### src/sv/dws_pkg.sv
// package for the dfs work stack: operation and status codes, controller states,
// and the command and status structs shared by the controller and the datapath
`default_nettype none
package dws_pkg;
   typedef enum logic [2:0] {
      KIND_PUSH  = 3'd0,
      KIND_POP   = 3'd1,
      KIND_OPEN  = 3'd2,
      KIND_PEEK  = 3'd3,
      KIND_SPLIT = 3'd4
   } kind_type;

   typedef enum logic [1:0] {
      ST_OK        = 2'd0,
      ST_UNDERFLOW = 2'd1,
      ST_OVERFLOW  = 2'd2,
      ST_NOSPLIT   = 2'd3
   } status_type;

   typedef enum logic [3:0] {
      S_IDLE,
      S_TOP_RD,
      S_TOP_WAIT,
      S_CS_START,
      S_CS_WAIT,
      S_FIND_RD,
      S_FIND_CHK,
      S_N_START,
      S_N_WAIT,
      S_SCAN_RD,
      S_SCAN_CHK,
      S_EMIT,
      S_RESULT
   } state_type;

   localparam int VALUE_W = 16;
   localparam int FILL_W  = 7;
   localparam int DIV_W   = 8;

   typedef struct packed {
      logic       load;
      logic       rd_top;
      logic       do_op;
      logic       div_cs;
      logic       cs_load;
      logic       rd_scan;
      logic       find_step;
      logic       fail;
      logic       div_n;
      logic       set_n;
      logic       scan_step;
   } cmd_type;

   typedef struct packed {
      logic [2:0] kind;
      logic       scan_done;
      logic       seg_zero;
      logic       found;
      logic       rem_zero;
      logic       div_busy;
   } sts_type;
endpackage
`default_nettype wire

### src/sv/dws_if.sv
// valid/ready channel interface for the dfs work stack
// depends on dws_pkg
`default_nettype none
interface dws_req_if;
   import dws_pkg::*;
   logic                      valid;
   logic                      ready;
   logic [2:0]                kind;
   logic signed [VALUE_W-1:0] push_value;
   modport source (output valid, kind, push_value, input ready);
   modport sink   (input valid, kind, push_value, output ready);
endinterface

interface dws_rsp_if;
   import dws_pkg::*;
   logic                      valid;
   logic                      ready;
   logic signed [VALUE_W-1:0] value;
   logic                      last;
   logic [FILL_W-1:0]         fill;
   logic                      can_split;
   logic [1:0]                status;
   modport source (output valid, value, last, fill, can_split, status, input ready);
   modport sink   (input valid, value, last, fill, can_split, status, output ready);
endinterface
`default_nettype wire

### src/sv/dws_ram.sv
// generic single-port-write, single-read ram with registered read data
// no dependencies
`default_nettype none
module dws_ram #(
   parameter int WIDTH = 16,
   parameter int DEPTH = 64
) (
   input  wire logic                     clock,
   input  wire logic                     wr_en,
   input  wire logic [$clog2(DEPTH)-1:0] wr_addr,
   input  wire logic [WIDTH-1:0]         wr_data,
   input  wire logic [$clog2(DEPTH)-1:0] rd_addr,
   output logic      [WIDTH-1:0]         rd_data
);
   logic [WIDTH-1:0] mem [DEPTH];

   always_ff @(posedge clock) begin
      if (wr_en) mem[wr_addr] <= wr_data;
      rd_data <= mem[rd_addr];
   end
endmodule
`default_nettype wire

### src/sv/dws_div.sv
// restoring serial divider, one quotient bit per cycle, 7-bit dividend
// by 8-bit divisor; depends on dws_pkg
`default_nettype none
module dws_div
   import dws_pkg::*;
(
   input  wire logic              clock,
   input  wire logic              reset,
   input  wire logic              start,
   input  wire logic [FILL_W-1:0] dividend,
   input  wire logic [DIV_W-1:0]  divisor,
   output logic                   busy,
   output logic [FILL_W-1:0]      quotient
);
   logic [FILL_W-1:0] q_ff, q_in;
   logic [DIV_W:0]    r_ff, r_in;
   logic [DIV_W-1:0]  d_ff, d_in;
   logic [2:0]        cnt_ff, cnt_in;
   logic              busy_ff, busy_in;
   logic [DIV_W:0]    trial;

   always_comb begin
      q_in    = q_ff;
      r_in    = r_ff;
      d_in    = d_ff;
      cnt_in  = cnt_ff;
      busy_in = busy_ff;
      trial   = {r_ff[DIV_W-1:0], q_ff[FILL_W-1]};
      if (start) begin
         q_in    = dividend;
         r_in    = '0;
         d_in    = divisor;
         cnt_in  = 3'(FILL_W - 1);
         busy_in = 1'b1;
      end else if (busy_ff) begin
         if (trial >= {1'b0, d_ff}) begin
            r_in = trial - {1'b0, d_ff};
            q_in = {q_ff[FILL_W-2:0], 1'b1};
         end else begin
            r_in = trial;
            q_in = {q_ff[FILL_W-2:0], 1'b0};
         end
         cnt_in = cnt_ff - 3'd1;
         if (cnt_ff == 3'd0) busy_in = 1'b0;
      end
   end

   always_ff @(posedge clock) begin
      if (reset) begin
         busy_ff <= 1'b0;
         cnt_ff  <= '0;
      end else begin
         busy_ff <= busy_in;
         cnt_ff  <= cnt_in;
      end
      q_ff <= q_in;
      r_ff <= r_in;
      d_ff <= d_in;
   end

   assign busy     = busy_ff | start;
   assign quotient = q_ff;
endmodule
`default_nettype wire

### src/sv/dws_ctrl.sv
// controller state machine for the dfs work stack
// depends on dws_pkg
`default_nettype none
module dws_ctrl
   import dws_pkg::*;
(
   input  wire logic    clock,
   input  wire logic    reset,
   input  wire logic    req_valid,
   output logic         req_ready,
   input  wire logic    rsp_ready,
   output logic         rsp_valid,
   input  wire sts_type sts,
   output cmd_type      cmd
);
   state_type state_ff, state_in;
   logic      split_ff, split_in;

   always_comb begin
      state_in = state_ff;
      split_in = split_ff;
      unique case (state_ff)
         S_IDLE: if (req_valid) begin
            split_in = 1'b0;
            state_in = S_TOP_RD;
         end
         S_TOP_RD:   state_in = (sts.kind == KIND_SPLIT) ? S_FIND_RD : S_TOP_WAIT;
         S_TOP_WAIT: state_in = S_CS_START;
         S_CS_START: state_in = S_CS_WAIT;
         S_CS_WAIT:  if (!sts.div_busy) state_in = split_ff ? S_SCAN_RD : S_RESULT;
         S_FIND_RD: begin
            if (!sts.scan_done) state_in = S_FIND_CHK;
            else if (sts.seg_zero) state_in = S_CS_START;
            else state_in = S_N_START;
         end
         S_FIND_CHK: state_in = sts.found ? S_N_START : S_FIND_RD;
         S_N_START:  state_in = S_N_WAIT;
         S_N_WAIT: if (!sts.div_busy) begin
            split_in = 1'b1;
            state_in = S_CS_START;
         end
         S_SCAN_RD:  state_in = sts.scan_done ? S_IDLE : S_SCAN_CHK;
         S_SCAN_CHK: state_in = sts.rem_zero ? S_SCAN_RD : S_EMIT;
         S_EMIT:     if (rsp_ready) state_in = S_SCAN_RD;
         S_RESULT:   if (rsp_ready) state_in = S_IDLE;
         default:    state_in = S_IDLE;
      endcase
   end

   always_comb begin
      cmd       = '0;
      req_ready = 1'b0;
      rsp_valid = 1'b0;
      unique case (state_ff)
         S_IDLE: begin
            req_ready = 1'b1;
            cmd.load  = req_valid;
         end
         S_TOP_RD:   cmd.rd_top = 1'b1;
         S_TOP_WAIT: cmd.do_op = 1'b1;
         S_CS_START: cmd.div_cs = 1'b1;
         S_CS_WAIT:  cmd.cs_load = !sts.div_busy;
         S_FIND_RD: begin
            cmd.rd_scan = !sts.scan_done;
            cmd.fail    = sts.scan_done && sts.seg_zero;
         end
         S_FIND_CHK: cmd.find_step = 1'b1;
         S_N_START:  cmd.div_n = 1'b1;
         S_N_WAIT:   cmd.set_n = !sts.div_busy;
         S_SCAN_RD:  cmd.rd_scan = !sts.scan_done;
         S_SCAN_CHK: cmd.scan_step = 1'b1;
         S_EMIT:     rsp_valid = 1'b1;
         S_RESULT:   rsp_valid = 1'b1;
         default: ;
      endcase
   end

   always_ff @(posedge clock) begin
      if (reset) begin
         state_ff <= S_IDLE;
         split_ff <= 1'b0;
      end else begin
         state_ff <= state_in;
         split_ff <= split_in;
      end
   end
endmodule
`default_nettype wire

### src/sv/dws_dp.sv
// datapath for the dfs work stack: entry ram, counters, scan pointers, divider
// depends on dws_pkg, dws_ram and dws_div
`default_nettype none
module dws_dp
   import dws_pkg::*;
#(
   parameter int STACK_DEPTH = 64
) (
   input  wire logic                      clock,
   input  wire logic                      reset,
   input  wire logic                      csr_write,
   input  wire logic [DIV_W-1:0]          csr_wdata,
   input  wire logic [2:0]                req_kind,
   input  wire logic signed [VALUE_W-1:0] req_push_value,
   input  wire cmd_type                   cmd,
   output sts_type                        sts,
   output logic signed [VALUE_W-1:0]      rsp_value,
   output logic                           rsp_last,
   output logic [FILL_W-1:0]              rsp_fill,
   output logic                           rsp_can_split,
   output logic [1:0]                     rsp_status
);
   localparam int AW = $clog2(STACK_DEPTH);

   logic [DIV_W-1:0]   div_ff;
   logic [FILL_W-1:0]  cnt_ff, cnt_in, opn_ff, opn_in, lim_ff, lim_in;
   logic [2:0]         kind_ff;
   logic [VALUE_W-1:0] pv_ff;
   logic [FILL_W-1:0]  r_ff, r_in, w_ff, w_in, seg_ff, seg_in, rem_ff, rem_in;
   logic [VALUE_W-1:0] val_ff, val_in;
   status_type         stat_ff, stat_in;
   logic               last_ff, last_in;
   logic               cs_ff, cs_in;
   logic               wr_en;
   logic [AW-1:0]      wr_addr, rd_addr;
   logic [VALUE_W-1:0] wr_data, rd_data, neg_v;
   logic               div_start, div_busy;
   logic [FILL_W-1:0]  dividend, quot, floors, n_take;
   logic [DIV_W-1:0]   dsr;

   dws_ram #(.WIDTH(VALUE_W), .DEPTH(STACK_DEPTH)) u_ram (
      .clock, .wr_en, .wr_addr, .wr_data, .rd_addr, .rd_data
   );

   dws_div u_div (
      .clock, .reset, .start(div_start), .dividend, .divisor(dsr),
      .busy(div_busy), .quotient(quot)
   );

   assign neg_v     = ~rd_data + VALUE_W'(1);
   assign dsr       = (div_ff == '0) ? DIV_W'(1) : div_ff;
   assign floors    = opn_ff + 7'd1;
   assign n_take    = quot + 7'd1;
   assign div_start = cmd.div_cs | cmd.div_n;

   always_comb begin
      cnt_in   = cnt_ff;
      opn_in   = opn_ff;
      lim_in   = lim_ff;
      r_in     = r_ff;
      w_in     = w_ff;
      seg_in   = seg_ff;
      rem_in   = rem_ff;
      val_in   = val_ff;
      stat_in  = stat_ff;
      last_in  = last_ff;
      cs_in    = cs_ff;
      wr_en    = 1'b0;
      wr_addr  = cnt_ff[AW-1:0];
      wr_data  = pv_ff;
      rd_addr  = r_ff[AW-1:0];
      dividend = '0;
      if (cmd.load) begin
         r_in    = '0;
         w_in    = '0;
         seg_in  = '0;
         rem_in  = '0;
         lim_in  = cnt_ff;
         val_in  = '0;
         stat_in = ST_OK;
         last_in = 1'b1;
      end
      if (cmd.rd_top) rd_addr = AW'(cnt_ff - 7'd1);
      if (cmd.do_op) begin
         case (kind_ff)
            KIND_PUSH: if (cnt_ff >= FILL_W'(STACK_DEPTH)) begin
               stat_in = ST_OVERFLOW;
            end else begin
               wr_en  = 1'b1;
               cnt_in = cnt_ff + 7'd1;
               if (pv_ff[VALUE_W-1]) opn_in = opn_ff + 7'd1;
            end
            KIND_POP: if (cnt_ff == '0) begin
               stat_in = ST_UNDERFLOW;
            end else begin
               cnt_in = cnt_ff - 7'd1;
               val_in = rd_data;
               if (rd_data[VALUE_W-1] && opn_ff != '0) opn_in = opn_ff - 7'd1;
            end
            KIND_OPEN: if (cnt_ff == '0) begin
               stat_in = ST_UNDERFLOW;
            end else begin
               wr_en   = 1'b1;
               wr_addr = AW'(cnt_ff - 7'd1);
               wr_data = neg_v;
               val_in  = neg_v;
               if (rd_data[VALUE_W-1] && !neg_v[VALUE_W-1] && opn_ff != '0)
                  opn_in = opn_ff - 7'd1;
               else if (!rd_data[VALUE_W-1] && neg_v[VALUE_W-1])
                  opn_in = opn_ff + 7'd1;
            end
            KIND_PEEK: if (cnt_ff == '0) stat_in = ST_UNDERFLOW;
               else val_in = rd_data;
            default: ;
         endcase
      end
      if (cmd.rd_scan) begin
         rd_addr = r_ff[AW-1:0];
         r_in    = r_ff + 7'd1;
      end
      // lowest floor holding unopened entries
      if (cmd.find_step && !rd_data[VALUE_W-1]) seg_in = seg_ff + 7'd1;
      if (cmd.fail) stat_in = ST_NOSPLIT;
      // share size is ceil(seg / divider) = (seg - 1) / divider + 1
      if (cmd.div_n) dividend = seg_ff - 7'd1;
      if (cmd.set_n) begin
         rem_in = n_take;
         cnt_in = cnt_ff - n_take;
         r_in   = '0;
         w_in   = '0;
      end
      if (cmd.div_cs) dividend = (cnt_ff < floors) ? '0 : cnt_ff - floors;
      if (cmd.cs_load) cs_in = quot > 7'd1;
      if (cmd.scan_step) begin
         if (rem_ff != '0) begin
            val_in  = rd_data;
            last_in = 1'b0;
            if (rd_data[VALUE_W-1]) begin
               wr_en   = 1'b1;
               wr_addr = w_ff[AW-1:0];
               wr_data = rd_data;
               w_in    = w_ff + 7'd1;
            end else begin
               rem_in  = rem_ff - 7'd1;
               last_in = rem_ff == 7'd1;
            end
         end else begin
            wr_en   = 1'b1;
            wr_addr = w_ff[AW-1:0];
            wr_data = rd_data;
            w_in    = w_ff + 7'd1;
         end
      end
   end

   always_comb begin
      sts.kind      = kind_ff;
      sts.scan_done = r_ff >= lim_ff;
      sts.seg_zero  = seg_ff == '0;
      sts.found     = rd_data[VALUE_W-1] && seg_ff != '0;
      sts.rem_zero  = rem_ff == '0;
      sts.div_busy  = div_busy;
   end

   always_ff @(posedge clock) begin
      if (reset) begin
         div_ff  <= DIV_W'(2);
         cnt_ff  <= '0;
         opn_ff  <= '0;
         lim_ff  <= '0;
         kind_ff <= '0;
         pv_ff   <= '0;
         r_ff    <= '0;
         w_ff    <= '0;
         seg_ff  <= '0;
         rem_ff  <= '0;
         val_ff  <= '0;
         stat_ff <= ST_OK;
         last_ff <= 1'b0;
         cs_ff   <= 1'b0;
      end else begin
         if (csr_write) div_ff <= csr_wdata;
         if (cmd.load) begin
            kind_ff <= req_kind;
            pv_ff   <= req_push_value;
         end
         cnt_ff  <= cnt_in;
         opn_ff  <= opn_in;
         lim_ff  <= lim_in;
         r_ff    <= r_in;
         w_ff    <= w_in;
         seg_ff  <= seg_in;
         rem_ff  <= rem_in;
         val_ff  <= val_in;
         stat_ff <= stat_in;
         last_ff <= last_in;
         cs_ff   <= cs_in;
      end
   end

   assign rsp_value     = $signed(val_ff);
   assign rsp_last      = last_ff;
   assign rsp_fill      = cnt_ff;
   assign rsp_can_split = cs_ff;
   assign rsp_status    = stat_ff;
endmodule
`default_nettype wire

### src/sv/dfs_work_stack_with_split.sv
// dfs work stack with work splitting, top level
// push, pop, open, peek: one request at a time; the op is followed by a serial divide
// for can_split, and the result is then held until rsp.ready
// split: search the entries for the lowest floor, divide for the share size, divide
// for can_split, then scan the entries, emitting each one until the share is taken
// synchronous active-high reset empties the stack and sets the divider to 2
`default_nettype none
module dfs_work_stack_with_split
   import dws_pkg::*;
#(
   parameter int STACK_DEPTH = 64
) (
   input  wire logic             clock,
   input  wire logic             reset,
   input  wire logic             csr_write,
   input  wire logic [DIV_W-1:0] csr_wdata,
   dws_req_if.sink               req,
   dws_rsp_if.source             rsp
);
   cmd_type cmd;
   sts_type sts;

   dws_ctrl u_ctrl (
      .clock, .reset,
      .req_valid(req.valid), .req_ready(req.ready),
      .rsp_ready(rsp.ready), .rsp_valid(rsp.valid),
      .sts, .cmd
   );

   dws_dp #(.STACK_DEPTH(STACK_DEPTH)) u_dp (
      .clock, .reset, .csr_write, .csr_wdata,
      .req_kind(req.kind), .req_push_value(req.push_value),
      .cmd, .sts,
      .rsp_value(rsp.value), .rsp_last(rsp.last), .rsp_fill(rsp.fill),
      .rsp_can_split(rsp.can_split), .rsp_status(rsp.status)
   );
endmodule
`default_nettype wire
### src/flat_wrapper.sv
// flat-port wrapper written by rule: the top's interface ports become plain ports
module dfs_work_stack_with_split_flat import dws_pkg::*;
#(
   parameter int STACK_DEPTH = 64
)
  (clock, reset, csr_write, csr_wdata, req_valid, req_kind, req_push_value, req_ready, rsp_valid, rsp_value, rsp_last, rsp_fill, rsp_can_split, rsp_status, rsp_ready);
  dws_req_if req_i ();
  dws_rsp_if rsp_i ();
  input  wire logic clock;
  input  wire logic reset;
  input  wire logic csr_write;
  input  wire logic [DIV_W-1:0] csr_wdata;
  input wire logic [$bits(req_i.valid)-1:0] req_valid;
  input wire logic [$bits(req_i.kind)-1:0] req_kind;
  input wire logic [$bits(req_i.push_value)-1:0] req_push_value;
  output wire logic [$bits(req_i.ready)-1:0] req_ready;
  output wire logic [$bits(rsp_i.valid)-1:0] rsp_valid;
  output wire logic [$bits(rsp_i.value)-1:0] rsp_value;
  output wire logic [$bits(rsp_i.last)-1:0] rsp_last;
  output wire logic [$bits(rsp_i.fill)-1:0] rsp_fill;
  output wire logic [$bits(rsp_i.can_split)-1:0] rsp_can_split;
  output wire logic [$bits(rsp_i.status)-1:0] rsp_status;
  input wire logic [$bits(rsp_i.ready)-1:0] rsp_ready;
  assign req_i.valid = req_valid;
  assign req_i.kind = req_kind;
  assign req_i.push_value = req_push_value;
  assign req_ready = req_i.ready;
  assign rsp_valid = rsp_i.valid;
  assign rsp_value = rsp_i.value;
  assign rsp_last = rsp_i.last;
  assign rsp_fill = rsp_i.fill;
  assign rsp_can_split = rsp_i.can_split;
  assign rsp_status = rsp_i.status;
  assign rsp_i.ready = rsp_ready;
  dfs_work_stack_with_split #(.STACK_DEPTH(STACK_DEPTH)) u_core (.clock(clock), .reset(reset), .csr_write(csr_write), .csr_wdata(csr_wdata), .req(req_i), .rsp(rsp_i));
endmodule
### config.mk
export PLATFORM = sky130hd
export DESIGN_NAME = dfs_work_stack_with_split_flat
export DESIGN_NICKNAME = d
export VERILOG_FILES = /design/src/sv/dws_pkg.sv /design/src/sv/dws_if.sv /design/src/sv/dws_ram.sv /design/src/sv/dws_div.sv /design/src/sv/dws_ctrl.sv /design/src/sv/dws_dp.sv /design/src/sv/dfs_work_stack_with_split.sv /design/src/flat_wrapper.sv
export SDC_FILE = /design/constraint.sdc
export NUM_CORES = 2
export LEC_CHECK = 0
export BUFFER_PORTS_ARGS = -buffer_cell sky130_fd_sc_hd__buf_4
export CAP_MARGIN = 20
export CORE_MARGIN = 2
export CORE_UTILIZATION = 65
export CTS_BUF_LIST = sky130_fd_sc_hd__clkbuf_4
export CTS_CLUSTER_SIZE = 24
export DETAILED_ROUTE_END_ITERATION = 8
export HOLD_SLACK_MARGIN = 0.12
export PLACE_DENSITY = 0.84
export SYNTH_ARGS = -nofsm -noshare
export SYNTH_HDL_FRONTEND = slang
export SYNTH_SLANG_ARGS = --single-unit
### constraint.sdc
create_clock -name clock -period 10.8 [get_ports clock]
set_clock_uncertainty 0.2 [all_clocks]
set_input_delay 2.16 -clock clock [delete_from_list [all_inputs] [get_ports clock]]
set_output_delay 2.16 -clock clock [all_outputs]
set_load 0.02 [all_outputs]
# Word level (Yosys, flattened, before mapping)
# Memory sizes are Yosys's and may differ from the RTL's. A register that Yosys moved wholly into a read port is not among the register bits.
# Cells that the tools add are included.
[word_totals]
reg_bits = 128
mem_bits_rw = 1024
in_bits = 32
output_inout_bits = 29
mem_count = 1
[op_classes]
n_addsub = 15
n_lt_le_gt_ge = 5
n_eq_ne = 30
muxes = 107
n_bitwise = 3
reduce_logical = 38
[memory_table]
columns = ["name", "words", "width", "read_ports", "rd_ports_with_merged_regs", "wr", "line", "rtl"]
rows = [
  ["u_core.u_dp.u_ram.mem", 64, 16, 1, 1, 1, "dws_ram.sv:15", "logic [WIDTH-1:0] mem [DEPTH];"],
]
[ops]
columns = ["operator", "n"]
rows = [
  ["7-bit two-way mux", 29],
  ["16-bit two-way mux", 12],
  ["4-bit case mux with 13 select lines", 1],
  ["6-bit two-way mux", 8],
  ["7-bit by 1-bit adder with 7-bit output (second input constant)", 6],
  ["16-bit case mux with 2 select lines", 1],
  ["1-bit two-way mux", 31],
  ["7-bit by 1-bit subtractor with 7-bit output (second input constant)", 4],
  ["4-bit two-way mux", 6],
  ["7-bit logical NOT", 3],
  ["7-bit case mux with 3 select lines", 1],
  ["7-bit nonzero test", 3],
  ["4-bit == test (second input constant)", 5],
  ["2-bit != test (second input constant)", 10],
  ["3-bit two-way mux", 6],
  ["16-bit by 1-bit adder with 16-bit output (second input constant)", 1],
  ["4-bit by 3-bit == test with 1-bit output (second input constant)", 4],
  ["16-bit inverter", 1],
  ["2-bit two-way mux", 7],
  ["7-bit case mux with 2 select lines", 1],
  ["7-bit subtractor", 2],
  ["2-bit nonzero test", 5],
  ["2-bit OR reduction", 5],
  ["9-bit by 8-bit >= comparator with 1-bit output", 1],
  ["other kinds (29)", 45],
]

# Longest topological paths before layout
[depth]
depth_word = 10
ltp_mapped = 15
depth_no_buf = 13

# By module
# From an unflattened synthesis, not the netlist that was laid out.
[unflattened]
hier_cells = 2961
hier_area_um2 = 48977.0
[by_module_without_submodules]
columns = ["module", "instances", "cells_each", "area_each_um2", "seq_area_each_um2"]
rows = [
  ["dws_ram", 1, 1829, 40042.2, 31069.8],
  ["dws_dp", 1, 908, 6870.3, 1901.8],
  ["dws_div", 1, 139, 1485.2, 690.7],
  ["dws_ctrl", 1, 85, 579.3, 100.1],
]

# Worst setup path before layout
# Ideal clock, no wire load.
[synth_path]
path_type = "register -> register"
startpoint = "reg u_core.u_dp.cnt_ff[1], in the netlist u_core.u_dp.rsp_fill[1]"
endpoint = "mem u_core.u_dp.u_ram.mem[0][4], data pin"
setup_time_ns = 1.009
arrival_time_ns = 5.880
required_ns = 9.591
slack_ns = 3.711
path_stages_with_launch = 9
n_path_buf = 2
synth_period_minus_slack_ns = 7.089
cell_sequence = "dfxtp_1 clkbuf_1 inv_1 ha_1 nor3b_1 nand2_1 nand2_1 clkbuf_1 o311ai_0"
[synth_via]
elab_chain_cells = 7
[synth_lines]
columns = ["item", "line", "rtl"]
rows = [
  ["from (decl)", "dws_dp.sv:26", "logic [FILL_W-1:0] cnt_ff, cnt_in, opn_ff, opn_in, lim_ff, lim_in;"],
  ["from (signal assigned)", "dws_dp.sv:187", "cnt_ff <= cnt_in;"],
  ["7-bit logical NOT *", "dws_dp.sv:100", "KIND_OPEN: if (cnt_ff == '0) begin"],
  ["16-bit two-way mux *", "dws_dp.sv:100", ""],
  ["16-bit two-way mux *", "dws_dp.sv:85", "case (kind_ff)"],
  ["16-bit two-way mux *", "dws_dp.sv:84", "if (cmd.do_op) begin"],
  ["16-bit two-way mux", "dws_dp.sv:138", "if (rd_data[VALUE_W-1]) begin"],
  ["16-bit two-way mux", "dws_dp.sv:135", "if (rem_ff != '0) begin"],
  ["16-bit two-way mux *", "dws_dp.sv:134", "if (cmd.scan_step) begin"],
  ["named net u_core.u_dp.u_ram.wr_data[4]", "dws_ram.sv:11", "input wire logic [WIDTH-1:0] wr_data,"],
  ["to (decl)", "dws_ram.sv:15", ""],
]
# The timed path passes the listed nets; every way through them passes the cells marked *.

# Worst setup path in the final report
[layout_path]
startpoint = "reg u_core.u_ctrl.state_ff[3]"
endpoint = "out req_ready"
[layout_via]
elab_chain_cells = 2
[layout_lines]
columns = ["item", "line", "rtl"]
rows = [
  ["from (decl)", "dws_ctrl.sv:16", "state_type state_ff, state_in;"],
  ["from (signal assigned)", "dws_ctrl.sv:83", "state_ff <= state_in;"],
  ["4-bit logical NOT", "dws_ctrl.sv:54", "unique case (state_ff)"],
  ["1-bit two-way mux", "dws_ctrl.sv:54", ""],
  ["to (decl)", "flat_wrapper.sv:16", "output wire logic [$bits(req_i.ready)-1:0] req_ready;"],
]
# No other way between the ends.

==> summary.txt <==
STA
  • Relative slew slack: 15.3%
  • RSZ-0062 raised after global routing: false
  • Setup slack after layout: 5560 ps
  • Final Hold Viols: 0
  • Final setup viols: 0
  • Max-slew violations: 0
  • Final min period: 5240 ps
  • F_max: 191 MHz
  • Period utilization: 48.5%
  • Worst slew pin tran: 1260 ps
  • Min Hold Slack: 258 ps
  • Total negative slack: 0 ps

Synth
  • Sequential element share of the synthesized area: 69.2%
  • Top-count cell post-synth: edfxtp_1
  • YS warnings: 0
  • Yosys reg bits: 1167
  • Most used DFF post-synth: edfxtp_1
  • Post-synth top cells: 1039 x edfxtp_1, 681 x nand2_1, 209 x a21oi_1, 194 x nand3_1, 182 x nor2_1
  • Synth Cell Area: 0.0488 mm²
  • Yosys top cell area share: 64.0%
  • Number of flops mapped to enable cells by yosys: 1039
  • Syn Nets: 3746
  • Syn Inst Count: 3664
  • Synth area leader: edfxtp_1
  • Syn avg cell area: 13.3 µm²
  • Synth area leaders: edfxtp_1 64%, dfxtp_1 5.3%, nand2_1 5.2%
  • Asr flop ratio synth: 0%
  • Synth cell types: 82

Global route
  • Number of global-route vias before repair: 32600
  • GRT Util Overall: 33.0%
  • Initial antenna violation count: 1
  • First-pass GRT wire length: 191 mm
  • GRT overflow: 0
  • Largest net degree at the start of global routing: 167

Routing
  • Via count: 34000
  • # DRC: 0
  • DRT antenna net count: 0
  • DRT Wirelength: 130 mm
  • Via density: 6.71
  • Pre-antenna DRT Iters: 8
  • DR iter-0 viols: 5485
  • Wire per inst: 25.7 µm

Finish
  • Non-Filler Instances: 5058
  • Final-stage net count: 3990
  • P&R area growth vs syn: 11.0%
  • # fillers: 4377
  • Share of post-route cells with drive strength above 1: 18.1%

Clock network
  • CTS Sinks: 1167
  • Worst-Skew Late Latency: 1140 ps
  • Max Buffers Root-to-Sink: 4
  • Setup repair bufs after CTS: 0
  • Post-CTS resize count: 0
  • Clock transition at path regs: 60 ps
  • TritonCTS Buffers: 300
  • CTS Hold Buffers Added: 0
  • CTS tree: yes
  • H-tree lvl count: 5
  • Clock Tree Root: clkbuf_4

Placement
  • Cells after DPL: 4570
  • Post-DP HPWL: 71.2 mm
  • Port Buffer Count: 60
  • GPL Wtd Cong: 0.896
  • Worst slack at placement: 5400 ps

Setup path
  • Worst Path Required: 8440 ps
  • Worst-path cell chain: nor4_1 -> buf_4
  • CP max-delay cell: nor4_1
  • CP Capture Type: primary output
  • WP data arrival: 2880 ps
  • Crit Path Max Fanout: 25
  • Slowest stage delay, CP: 900 ps
  • CP Buf/Inv Count: 1
  • Critical path class: flop to primary output
  • CP top delay family: simple AND/OR/NAND/NOR gates
  • Startpoint types: flop

Floorplanning
  • CORE AREA: 0.0743 mm²
  • Die Wd: 278 µm
  • Die area: 0.0772 mm²
  • IO Pins: 61
  • Rows: 100
  • Die Ht: 278 µm
  • Starting Density: 65.6%

Run status
  • Status: finished clean

Run
  • Max Cap Viol: 0

Pwr
  • Leak pwr: 18.9 nW
  • VDD IR max: 168 µV
  • PD cells: 219 mW/mm²

Worst hold path
  • Worst hold path type: flop to flop
worst reg2reg max path, stage by stage, from the launching register on:
cell and delay (ps):
dfxtp_1 600, inv_1 270, ha_1 340, xor2_1 300, mux2_4 220, buf_4 650, buf_4 650, mux4_2 350
and2_1 120, a211oi_1 90, nor4_1 1030, o31a_1 280
state kept, by name, summed over array words and instances (netlist names), 8 cells and up:
register	flops
u_core.u_dp.div_ff	8
u_core.u_dp.pv_ff	16
u_core.u_dp.rsp_value	16
u_core.u_dp.u_div.d_ff	8
u_core.u_dp.u_div.r_ff	8
u_core.u_dp.u_ram.mem	1024
u_core.u_dp.u_ram.rd_data	16
layer usage:
| metal | GRT usage [%] | up-vias | share of wire [%] | wire length [µm] |
|---|---|---|---|---|
| li1 | - | 14500 | - | - |
| met1 | 42.8 | 16300 | 34 | 44400 |
| met2 | 51.0 | 2769 | 47 | 60600 |
| met3 | 9.79 | 485 | 14 | 18000 |
| met4 | 17.4 | 0 | 5.3 | 6950 |
| met5 | 0 | - | 0 | 0 |
kinds of logic (layout without fill, tap and decap cells):
family          after synthesis  count (layout)  synth area share, %
xor+xnor                     49              49                0.880
buf+inv                     291             715                 2.49
compound gates              638             638                 8.89
other cells                   0               1                    0
fa+ha+maj                    50              50                 1.33
simple gates               1278            1278                 11.6
mux                         191             191                 5.60
flops                      1167            1167                 69.2
layout make-up:
class / instances / area, µm² / area share, %
sequential: 1167 / 33800 / 62.4
multi-input combinational: 2206 / 14100 / 26.0
clock buffer: 417 / 3130 / 5.78
timing repair buffer: 180 / 1390 / 2.57
tap: 969 / 1210 / 2.24
clock inverter: 65 / 362 / 0.668
inverter: 53 / 199 / 0.367
antenna: 1 / 2.50 / 0.00462
path summary, 6_finish.rpt:
kind | end | cells after the start | slack (ps) | start
hold reg to reg | u_core.u_dp.lim_ff[5] | 2 | 260 | u_core.u_dp.lim_ff[5]
setup reg to reg | u_core.u_dp.u_ram.rd_data[0] | 11 | 5580 | u_core.u_dp.rsp_fill[0]
setup / recovery | req_ready | 2 | 5560 | u_core.u_ctrl.state_ff[3]
hold / removal | u_core.u_dp.lim_ff[5] | 2 | 260 | u_core.u_dp.lim_ff[5]
layout by cell type, fill, tap and decap left out, types with 64 or more instances in the layout:
| cell | synthesis | final |
|---|---|---|
| edfxtp_1 | 1039 | 1039 |
| nand2_1 | 681 | 680 |
| clkbuf_4 | 0 | 418 |
| a21oi_1 | 209 | 205 |
| nand3_1 | 194 | 194 |
| nor2_1 | 182 | 181 |
| buf_4 | 6 | 174 |
| dfxtp_1 | 128 | 128 |
| mux2i_1 | 115 | 112 |
| mux4_2 | 64 | 64 |
| a32oi_1 | 64 | 64 |
power by group:
group / total [mW] / internal [mW] / leakage, nW / switching (mW)
logic: 2.97 / 0.965 / 6.33 / 2.01
clock network: 3.60 / 1.86 / 2.10 / 1.73
registers: 5.29 / 5.11 / 10.5 / 0.176
stage by stage:
stage,cell area [µm²],util (%),power [mW]
3_3_place_gp,50600,68.1,8.09
5_1_grt,54100,72.9,12.3
2_1_floorplan,48800,-,7.26
3_5_place_dp,50600,68.1,8.18
6_report,54100,72.9,11.9
4_1_cts,54100,72.8,11.7
Power figures use the tool's default switching activity.
